File: src/sv/assert_macros.svh
// Assertion macros shared by the FNV-1a hasher RTL.
// Depends on nothing; simulation builds see the checks, SYNTH builds see empty bodies.
`ifndef ASSERT_MACROS_SVH
`define ASSERT_MACROS_SVH

`ifndef SYNTH

// Property must hold at every clock edge outside reset.
`define ASSERT_CLK(lbl, clk, rstn, prop) \
	lbl: assert property (@(posedge clk) disable iff (!(rstn)) prop) \
		else $error("assertion failed in fnv1a64 hasher");

// Expression must never be true outside reset.
`define ASSERT_NEVER(lbl, clk, rstn, expr) \
	lbl: assert property (@(posedge clk) disable iff (!(rstn)) !(expr)) \
		else $error("forbidden condition in fnv1a64 hasher");

`else

`define ASSERT_CLK(lbl, clk, rstn, prop)
`define ASSERT_NEVER(lbl, clk, rstn, expr)

`endif

`endif

File: src/sv/fnv_pkg.sv
// Package for the FNV-1a 64-bit word hasher: widths, constants, types, step function.
// Depends on nothing; used by the interfaces, controller, datapath and top level.
`default_nettype none

package fnv_pkg;

	localparam int WORD_W = 64;
	localparam int BYTE_W = 8;
	localparam int BYTES_PER_WORD_DEF = 8;

	localparam logic [WORD_W-1:0] FNV_OFFSET_BASIS = 64'hCBF2_9CE4_8422_2325;
	// The 64-bit prime is 2^40 + 0x1B3; the multiply is a shift plus a narrow product.
	localparam int PRIME_SHIFT = 40;
	localparam logic [8:0] PRIME_LOW = 9'h1B3;
	localparam logic [WORD_W-1:0] DIGEST_ZERO_SUB = 64'd1;

	typedef enum logic [0:0] {
		ST_IDLE,
		ST_FOLD
	} fnv_state_t;

	// Commands from the controller to the datapath.
	typedef struct packed {
		logic step;     // fold one byte into the running hash
		logic take_in;  // the byte comes from the incoming transaction
		logic load_dig; // capture the folded hash as the digest
	} fnv_cmd_t;

	// One FNV-1a byte step: xor the byte in, then multiply by the prime mod 2^64.
	function automatic logic [WORD_W-1:0] fnv_step(input logic [WORD_W-1:0] h,
			input logic [BYTE_W-1:0] b);
		logic [WORD_W-1:0] x;
		logic [WORD_W+8:0] prod;
		x = h ^ {{(WORD_W-BYTE_W){1'b0}}, b};
		prod = x * PRIME_LOW;
		return {x[WORD_W-PRIME_SHIFT-1:0], {PRIME_SHIFT{1'b0}}} + prod[WORD_W-1:0];
	endfunction

endpackage

`default_nettype wire

File: src/sv/fnv_word_if.sv
// Input channel of the hasher: one 64-bit word with record markers per transaction.
// Depends on fnv_pkg for the word width.
`default_nettype none

interface fnv_word_if;
	import fnv_pkg::*;

	logic              valid;
	logic              ready;
	logic [WORD_W-1:0] word;
	logic              first;
	logic              last;

	modport source (output valid, output word, output first, output last, input ready);
	modport sink (input valid, input word, input first, input last, output ready);
endinterface

`default_nettype wire

File: src/sv/fnv_digest_if.sv
// Output channel of the hasher: one finished digest per transaction.
// Depends on fnv_pkg for the word width.
`default_nettype none

interface fnv_digest_if;
	import fnv_pkg::*;

	logic              valid;
	logic              ready;
	logic [WORD_W-1:0] digest;

	modport source (output valid, output digest, input ready);
	modport sink (input valid, input digest, output ready);
endinterface

`default_nettype wire

File: src/sv/fnv_ctrl.sv
// Controller of the hasher: byte sequencing, input handshake and digest slot tracking.
// Depends on fnv_pkg and assert_macros.svh.
`default_nettype none
`include "assert_macros.svh"

module fnv_ctrl #(
	parameter int BYTES_PER_WORD = fnv_pkg::BYTES_PER_WORD_DEF
) (
	input  wire logic             clk,
	input  wire logic             arst_n,
	input  wire logic             in_valid,
	input  wire logic             in_last,
	output logic                  in_ready,
	output logic                  out_valid,
	input  wire logic             out_ready,
	output fnv_pkg::fnv_cmd_t     cmd
);
	import fnv_pkg::*;

	localparam int  CNT_W    = (BYTES_PER_WORD > 2) ? $clog2(BYTES_PER_WORD - 1) : 1;
	localparam bit  SINGLE   = (BYTES_PER_WORD == 1);
	localparam logic [CNT_W-1:0] CNT_LOAD = CNT_W'(BYTES_PER_WORD - 2);

	fnv_state_t       state_q, state_d;
	logic [CNT_W-1:0] cnt_q, cnt_d;
	logic             last_q, last_d;
	logic             out_valid_q, out_valid_d;
	logic             slot_ok;
	logic             final_step;

	// The digest register can take a new value when empty or being drained.
	assign slot_ok    = !out_valid_q || out_ready;
	assign final_step = (cnt_q == '0);
	assign out_valid  = out_valid_q;

	// State register and per-record control bits.
	always_ff @(posedge clk or negedge arst_n) begin
		if (!arst_n) begin
			state_q     <= ST_IDLE;
			cnt_q       <= '0;
			last_q      <= 1'b0;
			out_valid_q <= 1'b0;
		end else begin
			state_q     <= state_d;
			cnt_q       <= cnt_d;
			last_q      <= last_d;
			out_valid_q <= out_valid_d;
		end
	end

	// Next state and datapath commands.
	always_comb begin
		state_d  = state_q;
		cnt_d    = cnt_q;
		last_d   = last_q;
		cmd      = '0;
		in_ready = 1'b0;
		unique case (state_q)
			ST_IDLE: begin
				// With one byte per word the accept cycle may also load the digest.
				in_ready = SINGLE ? slot_ok : 1'b1;
				if (in_valid && in_ready) begin
					cmd.step    = 1'b1;
					cmd.take_in = 1'b1;
					last_d      = in_last;
					if (SINGLE) begin
						cmd.load_dig = in_last;
					end else begin
						cnt_d   = CNT_LOAD;
						state_d = ST_FOLD;
					end
				end
			end
			ST_FOLD: begin
				// The final byte waits only if its digest would have no place to go.
				if (!(final_step && last_q && !slot_ok)) begin
					cmd.step = 1'b1;
					if (final_step) begin
						cmd.load_dig = last_q;
						state_d      = ST_IDLE;
					end else begin
						cnt_d = cnt_q - 1'b1;
					end
				end
			end
			default: begin
				state_d = ST_IDLE;
			end
		endcase
	end

	// Digest slot occupancy.
	always_comb begin
		if (cmd.load_dig) begin
			out_valid_d = 1'b1;
		end else if (out_ready) begin
			out_valid_d = 1'b0;
		end else begin
			out_valid_d = out_valid_q;
		end
	end

	`ASSERT_NEVER(a_no_digest_overwrite, clk, arst_n, cmd.load_dig && out_valid_q && !out_ready)
	`ASSERT_CLK(a_fold_continues, clk, arst_n, (state_q == ST_FOLD && cnt_q != '0) |=> (state_q == ST_FOLD))
	`ASSERT_CLK(a_accept_starts_fold, clk, arst_n, (in_valid && in_ready && !SINGLE) |=> (state_q == ST_FOLD))
	`ASSERT_NEVER(a_step_only_when_busy, clk, arst_n, state_q == ST_IDLE && cmd.step && !cmd.take_in)

endmodule

`default_nettype wire

File: src/sv/fnv_dp.sv
// Datapath of the hasher: running hash, word shift register, byte step and digest register.
// Depends on fnv_pkg.
`default_nettype none

module fnv_dp (
	input  wire logic                         clk,
	input  wire logic                         arst_n,
	input  wire fnv_pkg::fnv_cmd_t            cmd,
	input  wire logic [fnv_pkg::WORD_W-1:0]   word,
	input  wire logic                         first,
	output logic      [fnv_pkg::WORD_W-1:0]   digest
);
	import fnv_pkg::*;

	logic [WORD_W-1:0] hash_q;
	logic [WORD_W-1:0] word_q;
	logic [WORD_W-1:0] digest_q;
	logic [WORD_W-1:0] h_src, h_next;
	logic [BYTE_W-1:0] b_src;

	// The accept cycle folds byte zero of the new word, restarting the hash on a first word.
	always_comb begin
		h_src  = (cmd.take_in && first) ? FNV_OFFSET_BASIS : hash_q;
		b_src  = cmd.take_in ? word[BYTE_W-1:0] : word_q[BYTE_W-1:0];
		h_next = fnv_step(h_src, b_src);
	end

	// Running hash keeps its value across records unless a first word restarts it.
	always_ff @(posedge clk or negedge arst_n) begin
		if (!arst_n) begin
			hash_q <= FNV_OFFSET_BASIS;
		end else if (cmd.step) begin
			hash_q <= h_next;
		end
	end

	// Remaining bytes shift down one byte per step; digest is captured on the final step.
	always_ff @(posedge clk) begin
		if (cmd.take_in) begin
			word_q <= word >> BYTE_W;
		end else if (cmd.step) begin
			word_q <= word_q >> BYTE_W;
		end
		if (cmd.load_dig) begin
			digest_q <= (h_next == '0) ? DIGEST_ZERO_SUB : h_next;
		end
	end

	assign digest = digest_q;

endmodule

`default_nettype wire

File: src/sv/fnv1a64_word_hasher.sv
// FNV-1a 64-bit word hasher: one byte step (xor, multiply by the prime) per clock while a word
// is being folded. The accepting edge folds byte zero and each later edge folds one more byte;
// the next word is accepted only after the final byte step, once the controller is idle again.
// The digest register loads at the edge of the final byte step of a last word; that step waits
// while the output still holds a digest that the sink has not taken.
// Asynchronous reset sets the running hash to the offset basis and empties the output.
`default_nettype none

module fnv1a64_word_hasher #(
	parameter int BYTES_PER_WORD = fnv_pkg::BYTES_PER_WORD_DEF
) (
	input wire logic     clk,
	input wire logic     arst_n,
	fnv_word_if.sink     words,
	fnv_digest_if.source digests
);
	import fnv_pkg::*;

	fnv_cmd_t cmd;

	// Controller: sequencing and handshakes.
	fnv_ctrl #(
		.BYTES_PER_WORD(BYTES_PER_WORD)
	) u_ctrl (
		.clk       (clk),
		.arst_n    (arst_n),
		.in_valid  (words.valid),
		.in_last   (words.last),
		.in_ready  (words.ready),
		.out_valid (digests.valid),
		.out_ready (digests.ready),
		.cmd       (cmd)
	);

	// Datapath: hash state and digest register.
	fnv_dp u_dp (
		.clk    (clk),
		.arst_n (arst_n),
		.cmd    (cmd),
		.word   (words.word),
		.first  (words.first),
		.digest (digests.digest)
	);

endmodule

`default_nettype wire
File: src/flat_wrapper.sv
// flat-port wrapper written by rule: the top's interface ports become plain ports
module fnv1a64_word_hasher_flat import fnv_pkg::*;
#(
	parameter int BYTES_PER_WORD = fnv_pkg::BYTES_PER_WORD_DEF
)
  (clk, arst_n, words_valid, words_word, words_first, words_last, words_ready, digests_valid, digests_digest, digests_ready);
  fnv_word_if words_i ();
  fnv_digest_if digests_i ();
  input wire logic clk;
  input wire logic arst_n;
  input wire logic [$bits(words_i.valid)-1:0] words_valid;
  input wire logic [$bits(words_i.word)-1:0] words_word;
  input wire logic [$bits(words_i.first)-1:0] words_first;
  input wire logic [$bits(words_i.last)-1:0] words_last;
  output wire logic [$bits(words_i.ready)-1:0] words_ready;
  output wire logic [$bits(digests_i.valid)-1:0] digests_valid;
  output wire logic [$bits(digests_i.digest)-1:0] digests_digest;
  input wire logic [$bits(digests_i.ready)-1:0] digests_ready;
  assign words_i.valid = words_valid;
  assign words_i.word = words_word;
  assign words_i.first = words_first;
  assign words_i.last = words_last;
  assign words_ready = words_i.ready;
  assign digests_valid = digests_i.valid;
  assign digests_digest = digests_i.digest;
  assign digests_i.ready = digests_ready;
  fnv1a64_word_hasher #(.BYTES_PER_WORD(BYTES_PER_WORD)) u_core (.clk(clk), .arst_n(arst_n), .words(words_i), .digests(digests_i));
endmodule
File: config.mk
export PLATFORM = sky130hd
export DESIGN_NAME = fnv1a64_word_hasher_flat
export DESIGN_NICKNAME = d
export VERILOG_FILES = /design/src/sv/fnv_pkg.sv /design/src/sv/fnv_word_if.sv /design/src/sv/fnv_digest_if.sv /design/src/sv/fnv_ctrl.sv /design/src/sv/fnv_dp.sv /design/src/sv/fnv1a64_word_hasher.sv /design/src/flat_wrapper.sv
export VERILOG_INCLUDE_DIRS = /design/src /design/src/sv
export SDC_FILE = /design/constraint.sdc
export NUM_CORES = 1
export LEC_CHECK = 0
export BUFFER_PORTS_ARGS = -buffer_cell sky130_fd_sc_hd__clkbuf_2
export CELL_PAD_IN_SITES_DETAIL_PLACEMENT = 1
export CELL_PAD_IN_SITES_GLOBAL_PLACEMENT = 2
export CORE_MARGIN = 5
export CORE_UTILIZATION = 40
export CTS_CLUSTER_SIZE = 25
export DETAILED_ROUTE_END_ITERATION = 7
export GPL_ROUTABILITY_DRIVEN = 0
export PLACE_DENSITY = 0.83
export RECOVER_POWER = 25
export SYNTH_ARGS = -nofsm -noshare
export SYNTH_HDL_FRONTEND = slang
export SYNTH_SLANG_ARGS = --single-unit
File: constraint.sdc
create_clock -name clk -period 8.4 [get_ports clk]
set_input_delay 0.42 -clock clk [delete_from_list [all_inputs] [get_ports clk]]
set_output_delay 0.42 -clock clk [all_outputs]
set_load 0.05 [all_outputs]
* Yosys cells after proc, flatten, opt, wreduce, memory -nomap -nowiden
Index checks and enable logic that the tools add are counted.
** Storage, ports and cells
- Input port bits :: 70
- Output and inout port bits :: 66
- Flip-flop bits (word level) :: 190
- Word-level logic and storage cells :: 49
** Cells by class
- $mul :: 1
- Multiplexer cells :: 22
- Bitwise logic cells :: 2
- Reduce and logical (&&, ||, !) cells :: 12
- $add $sub $neg :: 2
- Eq/ne operators :: 3
** Operators by type and width (count)
- two-way mux 56 bit :: 2
- adder 64 bit :: 1
- logical NOT 64 bit :: 1
- multiplier 64 x 9 -> 64 bit, second input constant :: 1
- two-way mux 64 bit :: 1
- XOR 64 x 8 -> 64 bit :: 1
- two-way mux 1 bit :: 11
- two-way mux 3 bit :: 3
- two-way mux 8 bit :: 1
- inequality test 2 bit, second input constant :: 3
- one-hot mux 3 bit (2 select lines) :: 1
- one-hot mux 1 bit (2 select lines) :: 2
- nonzero test 2 bit :: 2
- logical AND 1 bit :: 3
- logical NOT 3 bit :: 1
- AND reduction 3 bit :: 1
- subtractor 3 x 1 -> 3 bit, second input constant :: 1
- logical NOT 1 bit :: 2
- two-way mux 2 bit :: 1
- AND reduction 2 bit :: 1
- logical OR 1 bit :: 1
- inverter 1 bit :: 1

* Logic depth before layout (Yosys ltp)
Gate-level depths: netlist of the first run.
- Depth in word-level cells :: 8
- Gate-level depth with buffers :: 28
- Depth with buffers taken out :: 25

* Hierarchy
A second synthesis of the first run with hierarchy kept.
** Second synthesis, totals
- Cells, all modules :: 1881
- Area, all modules :: 19491.2 sq um
** By module, submodules not included
- fnv_dp :: seq. area each 5240.0 sq um, area each 19168.4 sq um, times used 1, cells an instance 1848
- fnv_ctrl :: seq. area each 150.1 sq um, area each 322.8 sq um, times used 1, cells an instance 33

* Worst setup path before layout of the first run
Ideal clock, no wire load.
- Kind :: input to register
- Start point :: input port words_valid
- End point :: register u_core.u_dp.digest_q[1], in the netlist u_core.u_dp.digest[1], data pin
- Path buffers :: 5
- Required time :: 8146 ps
- Data arrival time :: 6917 ps
- Stages on the path :: 28
- Setup slack :: 1229 ps
- Library setup time :: 254 ps
- Path through :: nor2b_1 clkbuf_1 and2_0 clkbuf_1 clkbuf_1 clkbuf_1 nor2_1 inv_1 ha_1 inv_1 fa_1 inv_1 fa_1 fa_1 ha_1 ha_1 buf_2 nand2_1 or3_1 o211a_1 o211ai_1 a21oi_1 o41ai_1 xor2_1 nor4_1 nand4_1 or4_1 o21a_1
** Between the ends
- Cells in the longest elaborated chain, start to end :: 8
- Elaborated cells between the ends (all ways) :: 9
- Classes of those cells :: add/sub: 1; mul: 1; mux: 4; bitwise: 1; reduce/logical: 2
** Ends and longest elaborated chain
- start: declaration :: RTL line flat_wrapper.sv:11 : input wire logic [$bits(words_i.valid)-1:0] words_valid;
- two-way mux 2 bit * :: RTL line fnv_ctrl.sv:62 : if (in_valid && in_ready) begin
- two-way mux 1 bit * :: RTL line fnv_ctrl.sv:58 : unique case (state_q)
- logical AND 1 bit :: RTL line fnv_dp.sv:23 : h_src = (cmd.take_in && first) ? FNV_OFFSET_BASIS : hash_q;
- two-way mux 64 bit :: RTL line fnv_dp.sv:23
- XOR 64 x 8 -> 64 bit * :: RTL line fnv_pkg.sv:34 : x = h ^ {{(WORD_W-BYTE_W){1'b0}}, b};
- multiplier 64 x 9 -> 64 bit :: RTL line fnv_pkg.sv:35 : prod = x * PRIME_LOW;
- adder 64 bit * :: RTL line fnv_pkg.sv:36 : return {x[WORD_W-PRIME_SHIFT-1:0], {PRIME_SHIFT{1'b0}}} + prod[WORD_W-1:0];
- logical NOT 64 bit :: RTL line fnv_dp.sv:45 : digest_q <= (h_next == '0) ? DIGEST_ZERO_SUB : h_next;
- end signal: assignment :: RTL line fnv_dp.sv:45
- end: declaration :: RTL line fnv_dp.sv:17 : logic [WORD_W-1:0] digest_q;
Every way passes the cells marked *; elsewhere a longest branch is shown, timed or not.
A chain may end at the register's enable or synchronous reset.

* Worst setup path after layout of the first run
- Start point :: register u_core.u_ctrl.state_q
- End point :: register u_core.u_dp.digest_q[1], in the netlist u_core.u_dp.digest[1], data pin
** Between the ends
- Cells in the longest elaborated chain, start to end :: 7
- Elaborated cells between the ends (all ways) :: 8
- Classes of those cells :: add/sub: 1; mul: 1; mux: 3; bitwise: 1; reduce/logical: 2
** Ends and longest elaborated chain
- start: declaration :: RTL line fnv_ctrl.sv:24 : fnv_state_t state_q, state_d;
- start signal: assignment :: RTL line fnv_ctrl.sv:44 : state_q <= state_d;
- two-way mux 1 bit * :: RTL line fnv_ctrl.sv:58
- logical AND 1 bit :: RTL line fnv_dp.sv:23
- two-way mux 64 bit :: RTL line fnv_dp.sv:23
- XOR 64 x 8 -> 64 bit * :: RTL line fnv_pkg.sv:34
- multiplier 64 x 9 -> 64 bit :: RTL line fnv_pkg.sv:35
- adder 64 bit * :: RTL line fnv_pkg.sv:36
- logical NOT 64 bit :: RTL line fnv_dp.sv:45
Marked as above.

==> metrics, run 1 <==
status complete, but fails checks; failing checks max-capacitance violations, max-slew violations; vias in the first global route 17.18k; CP required 8.67 ns; worst slew pin tran 2.941 ns; starting density of the core 40.50%; # setup viols final 0; Startpoint Class flip-flop; Max-slew headroom -96.05%; Total Wirelength 63.73 mm; hold path depth 3; Num CTS Buffers 17; Fillers 5719; Critical-path top delay cell a2111oi_2; Period minus WS final 8.089 ns; Synthesis Warnings 0; syn_area_per_cell 9.312 µm²; Root Driver clkbuf_16; nets@finish 2699; Syn Nets 2586; DR WL/cell 21.83 µm; commonest non-fill, non-tap cell in the layout inv_1; Worst Hold End u_core.u_ctrl.last_q; R2R cell count 23; Tcrit/Tclk final 96.30%; DP Worst Slack 0.3569 ns; Post-synth top flop edfxtp_1; clock-pin slew on the worst setup and hold paths 0.08 ns; CP top delay family compound AO/OA/AOI/OAI gates; asr flop ratio synth 36.84%; critical path type flip-flop to flip-flop; crit path max fanout 76; clock skew 0.01660 ns; Final ANT Viol Nets 0; launching point of the worst reg2reg path u_core.u_ctrl.state_q; r2r setup slk 0.31 ns; Hold Path Class primary input to flip-flop; Detailed Routing Iterations Pass 1 5; clock buffer depth 2; Hold Violations, Final 0; R2R Path End u_core.u_dp.digest[1]; chip height 232.6 µm; I/O pin cnt 136; max-slew violations 119; setup TNS 0 ns; worst hold path startpoint words_last; vias per std cell 5.276; Worst path max stage delay 0.60 ns; clock sink count 190; final worst slack 0.3106 ns; Tot GR Track Use 24.27%; Cell Rows 81; WP buf/inv 3; via count 15.41k; Max Cap Viol 3; Gate Count Post-Synth 2129; Post-synth EDFFs 120; area of the core 0.04895 mm²; synthesized area 0.01983 mm²; PortBufs 135; H-tree level count 4; antenna violations before repair 3; most frequent cells in the layout inv_1, nand2_1, fa_1, ha_1, edfxtp_1; hpwl dp 53.11 mm; grt ovf 0; Skew-Pair Late Insertion Delay 0.50 ns; synthesized flop and latch total 190; Yosys cell types 79; DR iter-0 viols 820; die area 0.05411 mm²; largest net degree at the start of global routing 77; Critical Path End Type flip-flop; # DRC 0; FMAX 0.1236 GHz; Worst Path Arrival 8.36 ns; RSZ-0062 raised after global routing no; Die X 232.6 µm; register area share after synthesis 27.19%; CTS tree built; worst path cell trace nand3b_1, buf_12, nand2b_1, ha_1, xor2_1, ha_1, a21o_1, fa_1, fa_1, inv_1, fa_1, inv_1, ha_1, a21oi_1, o21ai_1, a311o_1, a2111oi_0, a311oi_1, or3_1, a2111oi_2, nand4_1, or4_1, o21a_1; Area Growth Syn to Fin 10.15%; share of cells above drive strength 1 9.357%; first-pass GRT wire length 99.28 mm
[registers in the layout (all words and copies together) (netlist names)]
name,flops
u_core.u_dp.digest,64
u_core.u_ctrl.out_valid,1
u_core.u_ctrl.last_q,1
u_core.u_dp.hash_q,64
u_core.u_ctrl.cnt_q,3
u_core.u_ctrl.state_q,1
u_core.u_dp.word_q,56
[cell type report]
cell class | count | area [µm²] | share of cell area (%)
Tap cell | 664 | 830.8 | 3.805
Timing Repair Buffer | 172 | 893.4 | 4.091
Inverter | 364 | 1369 | 6.268
Antenna cell | 1 | 2.502 | 0.01146
Clock buffer | 19 | 432.9 | 1.982
Sequential cell | 190 | 5390 | 24.68
Clock inverter | 13 | 128.9 | 0.5902
Multi-Input combinational cell | 1497 | 12790 | 58.57
[cell usage after synthesis, drive strengths merged (7+ instances only)]
master  count  area (µm²)
and3        9       56.30
o21a       15       112.6
nand3      32       160.2
edfxtp    120        3603
clkbuf     60       225.2
and2       43       270.3
nor2       76       285.3
nor3       21       110.1
a21o       34       255.2
nand2     361        1355
dfrtp      42        1051
o21bai     12       90.09
inv       364        1366
nand4      15       93.84
or4         7       52.55
xnor2      66       578.1
o21ai      90       454.2
nand2b     29       181.4
fa        211        4224
o31ai       9       77.57
ha        176        2202
dfstp      28       735.7
nor2b      10       62.56
xor2       67       586.8
buf        18       76.32
o211ai     10       80.07
nor4        7       50.05
a211oi     13       102.6
a21oi      89       449.2
mux2       18       202.7
[per-layer routing]
layer	vias to the layer above	track usage (%)	wire length, µm
met5	-	0	0
li1	7146	-	-
met3	114	4.674	2893
met1	7804	30.50	26980
met4	0	10.12	2777
met2	341	41.09	31080
[what timing repair did]
item                       in CTS  in global routing
gates resized for setup         0                  1
buffers inserted                0                  0
hold buffers                    1                  0
setup endpoints to repair       0                  1
hold endpoints to repair       13                  0
[worst min-delay path, delay by kind of cell]
family	cells	cell delay, ns
buffers and inverters	1	0.08
and+or+nand+nor	2	0.09
[through the flow]
stage               std cells  hold slack, ns  utilization [%]  area, µm²
CTS                      2919          0.1056            44.75      21910
floorplan                2129          0.1244                -      19830
detailed placement       2886          0.4039            43.59      21340
global route             2919          0.1292            44.61      21830
global placement         2886          0.3979            43.59      21340
finish                   2920          0.1301            44.61      21840
[worst max path at each step]
stage               depth (start not counted)             startpoint  slack (ns)               endpoint
floorplan                                  28            words_valid        1.23  u_core.u_dp.digest[1]
global placement                           26            words_valid        0.44  u_core.u_dp.digest[1]
detailed placement                         26            words_valid        0.36  u_core.u_dp.digest[1]
CTS                                        22  u_core.u_ctrl.state_q        0.36  u_core.u_dp.digest[1]
global route                               23  u_core.u_ctrl.state_q        0.02  u_core.u_dp.digest[1]
finish                                     23  u_core.u_ctrl.state_q        0.31  u_core.u_dp.digest[1]
[cell families after synthesis]
group | share of synthesized area (%)
AND/OR/NAND/NOR | 14.23
buffers and inverters | 8.413
adder cells (fa/ha/maj) | 32.46
AO/OA/AOI/OAI | 10.61
flip-flops | 27.19
XOR/XNOR | 5.876
multiplexers | 1.224
Power of run 1 is left out: the tool's default activity adds up to more than one toggle a clock period on the data nets, which glitch-free logic cannot reach.
==> run 2, diff against run 1 <==
- PLACE_DENSITY: 0.83 -> 0.82
==> run 2 against run 1 <==
The flow still finishes with violations (max-capacitance violations, max-slew violations). First-iteration DRC count up 4.0%. Clock-buffer cell count decreased by 2. Clock skew down 0.00097 ns. Sequential share of layout area about the same. Maximum frequency is 0.24% lower.
==> metrics, run 2 (synthesis results as in run 1) <==
status complete, but fails checks; failing checks max-capacitance violations, max-slew violations; Total Wirelength 65.17 mm; # setup viols final 0; Die X 232.6 µm; Max-slew headroom -66.37%; PortBufs 135; vias per std cell 5.280; critical path type flip-flop to flip-flop; r2r setup slk 0.29 ns; DR WL/cell 22.33 µm; CTS tree built; Num CTS Buffers 17; die area 0.05411 mm²; max-slew violations 73; commonest non-fill, non-tap cell in the layout inv_1; via count 15.41k; area of the core 0.04895 mm²; share of cells above drive strength 1 9.760%; H-tree level count 4; largest net degree at the start of global routing 75; clock skew 0.01563 ns; first-pass GRT wire length 101.0 mm; Area Growth Syn to Fin 10.33%; DR iter-0 viols 853; Detailed Routing Iterations Pass 1 6; Startpoint Class flip-flop; Tcrit/Tclk final 96.54%; Final ANT Viol Nets 0; Hold Path Class primary input to flip-flop; FMAX 0.1233 GHz; Root Driver clkbuf_16; antenna violations before repair 4; I/O pin cnt 136; Max Cap Viol 2; chip height 232.6 µm; vias in the first global route 16.96k; worst slew pin tran 2.496 ns; nets@finish 2698; Hold Violations, Final 0; Worst Path Arrival 8.38 ns; Tot GR Track Use 24.76%; Skew-Pair Late Insertion Delay 0.52 ns; final worst slack 0.2909 ns; postcts setup bufs 0; Period minus WS final 8.109 ns; antenna diode count 0; RSZ-0062 raised after global routing no; Cell Rows 81; CP required 8.67 ns; most frequent cells in the layout inv_1, nand2_1, fa_1, ha_1, edfxtp_1; starting density of the core 40.50%; hpwl dp 54.10 mm; clock-pin slew on the worst setup and hold paths 0.08 ns; grt ovf 0; DP Worst Slack 0.2767 ns; setup TNS 0 ns; Critical Path End Type flip-flop; clock buffer depth 2; clock sink count 190; # DRC 0; crit path max fanout 9
-- run 2: worst max-delay path, stage by stage, from the launching register on --
cell and delay [ns]:
dfrtp_1 0.48, nor2b_4 0.29, buf_4 0.20, o22ai_1 0.08, a21oi_1 0.33, inv_1 0.08, ha_1 0.36, xor2_1 0.21
ha_1 0.22, or2_2 0.30, fa_1 0.42, fa_1 0.48, ha_1 0.29, ha_1 0.38, nand3_1 0.21, nor2_1 0.22
o211ai_1 0.28, a211oi_2 0.64, and4bb_1 0.32, o41ai_1 0.54, buf_4 0.23, a211oi_1 0.08, xor2_1 0.32, nand4_1 0.16
or4_1 0.55, o21a_1 0.20
-- run 2: routing by layer --
layer / GRT usage, % / routed length (µm) / vias up
met5: 0 / 41 / -
met4: 7.347 / 1782 / 6
met3: 5.003 / 3187 / 97
met2: 41.47 / 31470 / 360
met1: 32.60 / 28690 / 7808
li1: - / - / 7135
-- run 2: cell type report --
| cell class | instances | area [µm²] |
|---|---|---|
| clock buffers | 17 | 425.4 |
| clock inverters | 15 | 173.9 |
| fillers | 5648 | 27080 |
| inverters | 364 | 1369 |
| multi-input cells | 1497 | 12780 |
| flip-flops and latches | 190 | 5390 |
| well taps | 664 | 830.8 |
| repair buffers | 171 | 899.6 |
-- run 2: what timing repair did --
action	in CTS	in global routing
gates resized for setup	0	0
endpoints found under the setup margin	0	1
hold endpoints to repair	22	0
hold buffers	1	0
-- run 2: metrics by stage --
step | utilization (%) | hold slack [ns] | area [µm²] | instances
finish | 44.68 | 0.1090 | 21870 | 2918
detailed placement | 43.59 | 0.4602 | 21340 | 2886
global route | 44.68 | 0.1122 | 21870 | 2918
CTS | 44.83 | 0.07345 | 21940 | 2919
global placement | 43.59 | 0.4477 | 21340 | 2886
floorplan | - | 0.1244 | 19830 | 2129
-- run 2: final timing paths --
kind                                   startpoint                      to  cells past startpoint
max in group asynchronous                  arst_n  u_core.u_dp.hash_q[24]                      3
setup reg to reg            u_core.u_ctrl.state_q   u_core.u_dp.digest[1]                     25
min in group asynchronous                  arst_n  u_core.u_ctrl.cnt_q[0]                      2
setup / recovery            u_core.u_ctrl.state_q   u_core.u_dp.digest[1]                     25
hold / removal                         words_last    u_core.u_ctrl.last_q                      3
hold reg to reg            u_core.u_dp.hash_q[25]  u_core.u_dp.hash_q[25]                      2
Power of run 2 is left out for the same reason.
==> run 3, diff against run 2 <==
- CORE_UTILIZATION: 40 -> 41
- SYNTH_HIERARCHICAL: unset -> 1
==> run 3 against run 2 <==
The flow still finishes with violations (max-capacitance violations, max-slew violations). Critical endpoint is now u_core/u_dp/digest[1]. Via count shrank 8.1%. Die area down 3.9%. Sequential share of layout area up 0.55 points. First-iteration DRC count increased by 6.2%. Clock skew rose by 0.00084 ns. Maximum frequency rose by 1.3%. Synthesized cell count decreased by 12%.
==> metrics, run 3 <==
Num CTS Buffers 17; most frequent cells in the layout inv_1, fa_1, ha_1, edfxtp_1; I/O pin cnt 136; Max-slew headroom -92.12%; DP Worst Slack 0.4356 ns; Cell Rows 79; failing checks max-capacitance violations, max-slew violations; Area Growth Syn to Fin 9.757%; first-pass GRT wire length 93.31 mm; Tot GR Track Use 23.22%; Die X 228.0 µm; Critical Path End Type flip-flop; DR WL/cell 23.12 µm; PortBufs 135; Period minus WS final 8.003 ns; Total Wirelength 60.14 mm; Tcrit/Tclk final 95.28%; # setup viols final 0; DR iter-0 viols 906; crit path max fanout 10; chip height 228.0 µm; Fillers 5234; worst path cell trace nor2b_4, or4b_4, o211ai_4, inv_4, ha_1, xor2_1, ha_1, or2_2, fa_1, fa_1, ha_1, ha_1, nand4_1, a2111oi_0, a211oi_2, o311a_1, o21bai_1, a21oi_1, xnor2_1, nor4b_2, nand4_1, nor4_2, a41oi_1; WP buf/inv 1; clock buffer depth 2; top-count cell post-synth inv_1; vias in the first global route 15.58k; synthesized flop and latch total 190; commonest non-fill, non-tap cell in the layout inv_1; Post-synth top cells inv_1, fa_1, ha_1, edfxtp_1, nand2_1; setup TNS 0 ns; synthesized area 0.01949 mm²; synth top area cells fa_1, edfxtp_1, ha_1; FMAX 0.1249 GHz; hold path depth 2; CTS tree built; launching point of the worst reg2reg path u_core/u_ctrl/state_q; Skew-Pair Late Insertion Delay 0.50 ns; largest area contributor in the netlist fa_1; starting density of the core 41.69%; worst hold path startpoint words_last; R2R cell count 23; RSZ-0062 raised after global routing no; vias per std cell 5.445; area of the core 0.04675 mm²; die area 0.05200 mm²; nets@finish 2434; Yosys cell types 77; register area share after synthesis 27.65%; clock skew 0.01647 ns; Max Cap Viol 2; CP required 8.64 ns; # DRC 0; Worst Path Arrival 8.24 ns; max-slew violations 73; Post-synth top flop edfxtp_1; grt ovf 0; clock sink count 190; hpwl dp 49.19 mm; Synth top area share 21.47%; Startpoint Class flip-flop; post-CTS sizing 0; Synthesis Warnings 6; Hold Violations, Final 0; most frequent CP cell ha_1; CP top delay family simple AND/OR/NAND/NOR gates; R2R Path End u_core/u_dp/digest[1]; antenna violations before repair 2; r2r setup slk 0.40 ns; Gate Count Post-Synth 1881; via count 14.16k; Worst path max stage delay 0.56 ns; asr flop ratio synth 36.84%; H-tree level count 4; Detailed Routing Iterations Pass 1 5; Root Driver clkbuf_16; largest net degree at the start of global routing 78; syn_area_per_cell 10.36 µm²; clock-pin slew on the worst setup and hold paths 0.09 ns; Syn Nets 2335; Critical-path top delay cell dfrtp_1; Hold Path Class primary input to flip-flop; critical path type flip-flop to flip-flop; status complete, but fails checks; Post-synth EDFFs 120; worst slew pin tran 2.882 ns; final worst slack 0.3966 ns; Worst Hold End u_core/u_ctrl/last_q; share of cells above drive strength 1 13.65%; final core utilization 45.76%; Final ANT Viol Nets 0
## run 3: cells by family (layout without fill, tap and decap cells)
| kind of cell | Yosys count | count (layout) | share of synthesized area, % |
|---|---|---|---|
| buffers and inverters | 414 | 525 | 8.011 |
| DFF | 190 | 190 | 27.65 |
| xor gates and xnor gates | 147 | 147 | 6.605 |
| adders and majority gates | 387 | 387 | 32.85 |
| and+or+nand+nor | 350 | 351 | 9.135 |
| muxes | 108 | 108 | 6.240 |
| other | 0 | 1 | 0 |
| AOI/OAI and AO/OA | 285 | 285 | 9.501 |
## run 3: layer usage
layer  share of wire [%]  track usage, %  vias up
met5                   0               0        -
met4                 3.7           8.149        0
met3                 4.7           4.335       88
met2                  48           38.77      349
met1                  43           30.49     7288
li1                    -               -     6438
## run 3: cell type report
class / count / area (µm²) / area share, %
sequential: 190 / 5390 / 25.20
antenna: 1 / 2.502 / 0.01170
timing repair buffer: 150 / 721.9 / 3.375
inverter: 343 / 1290 / 6.030
multi-input combinational: 1278 / 12580 / 58.79
tap: 607 / 759.5 / 3.550
clock buffer: 17 / 425.4 / 1.989
clock inverter: 15 / 226.5 / 1.059
## run 3: worst max-delay path by stage
stage                                from                     to  slack (ns)  cells past startpoint
global placement              words_valid  u_core/u_dp/digest[1]        0.63                     24
detailed placement            words_valid  u_core/u_dp/digest[1]        0.44                     24
global route        u_core/u_ctrl/state_q  u_core/u_dp/digest[1]        0.09                     23
finish              u_core/u_ctrl/state_q  u_core/u_dp/digest[1]        0.40                     23
CTS                 u_core/u_ctrl/state_q  u_core/u_dp/digest[1]        0.48                     24
floorplan           u_core/u_ctrl/state_q  u_core/u_dp/digest[1]        1.40                     26
## run 3: what timing repair did
item                                   CTS  global route
setup endpoints to repair                0             1
hold buffers                             1             0
setup buffers                            0             0
endpoints found under the hold margin   13             0
## run 3: per-stage QoR
step | instances | area, µm² | hold WS, ns
after floorplan | 1881 | 19490 | 0.1244
after global placement | 2566 | 20810 | 0.4319
after detailed placement | 2566 | 20810 | 0.4300
after CTS | 2599 | 21470 | 0.1294
after global routing | 2600 | 21390 | 0.1455
final | 2601 | 21390 | 0.1728
Power of run 3 is left out for the same reason.
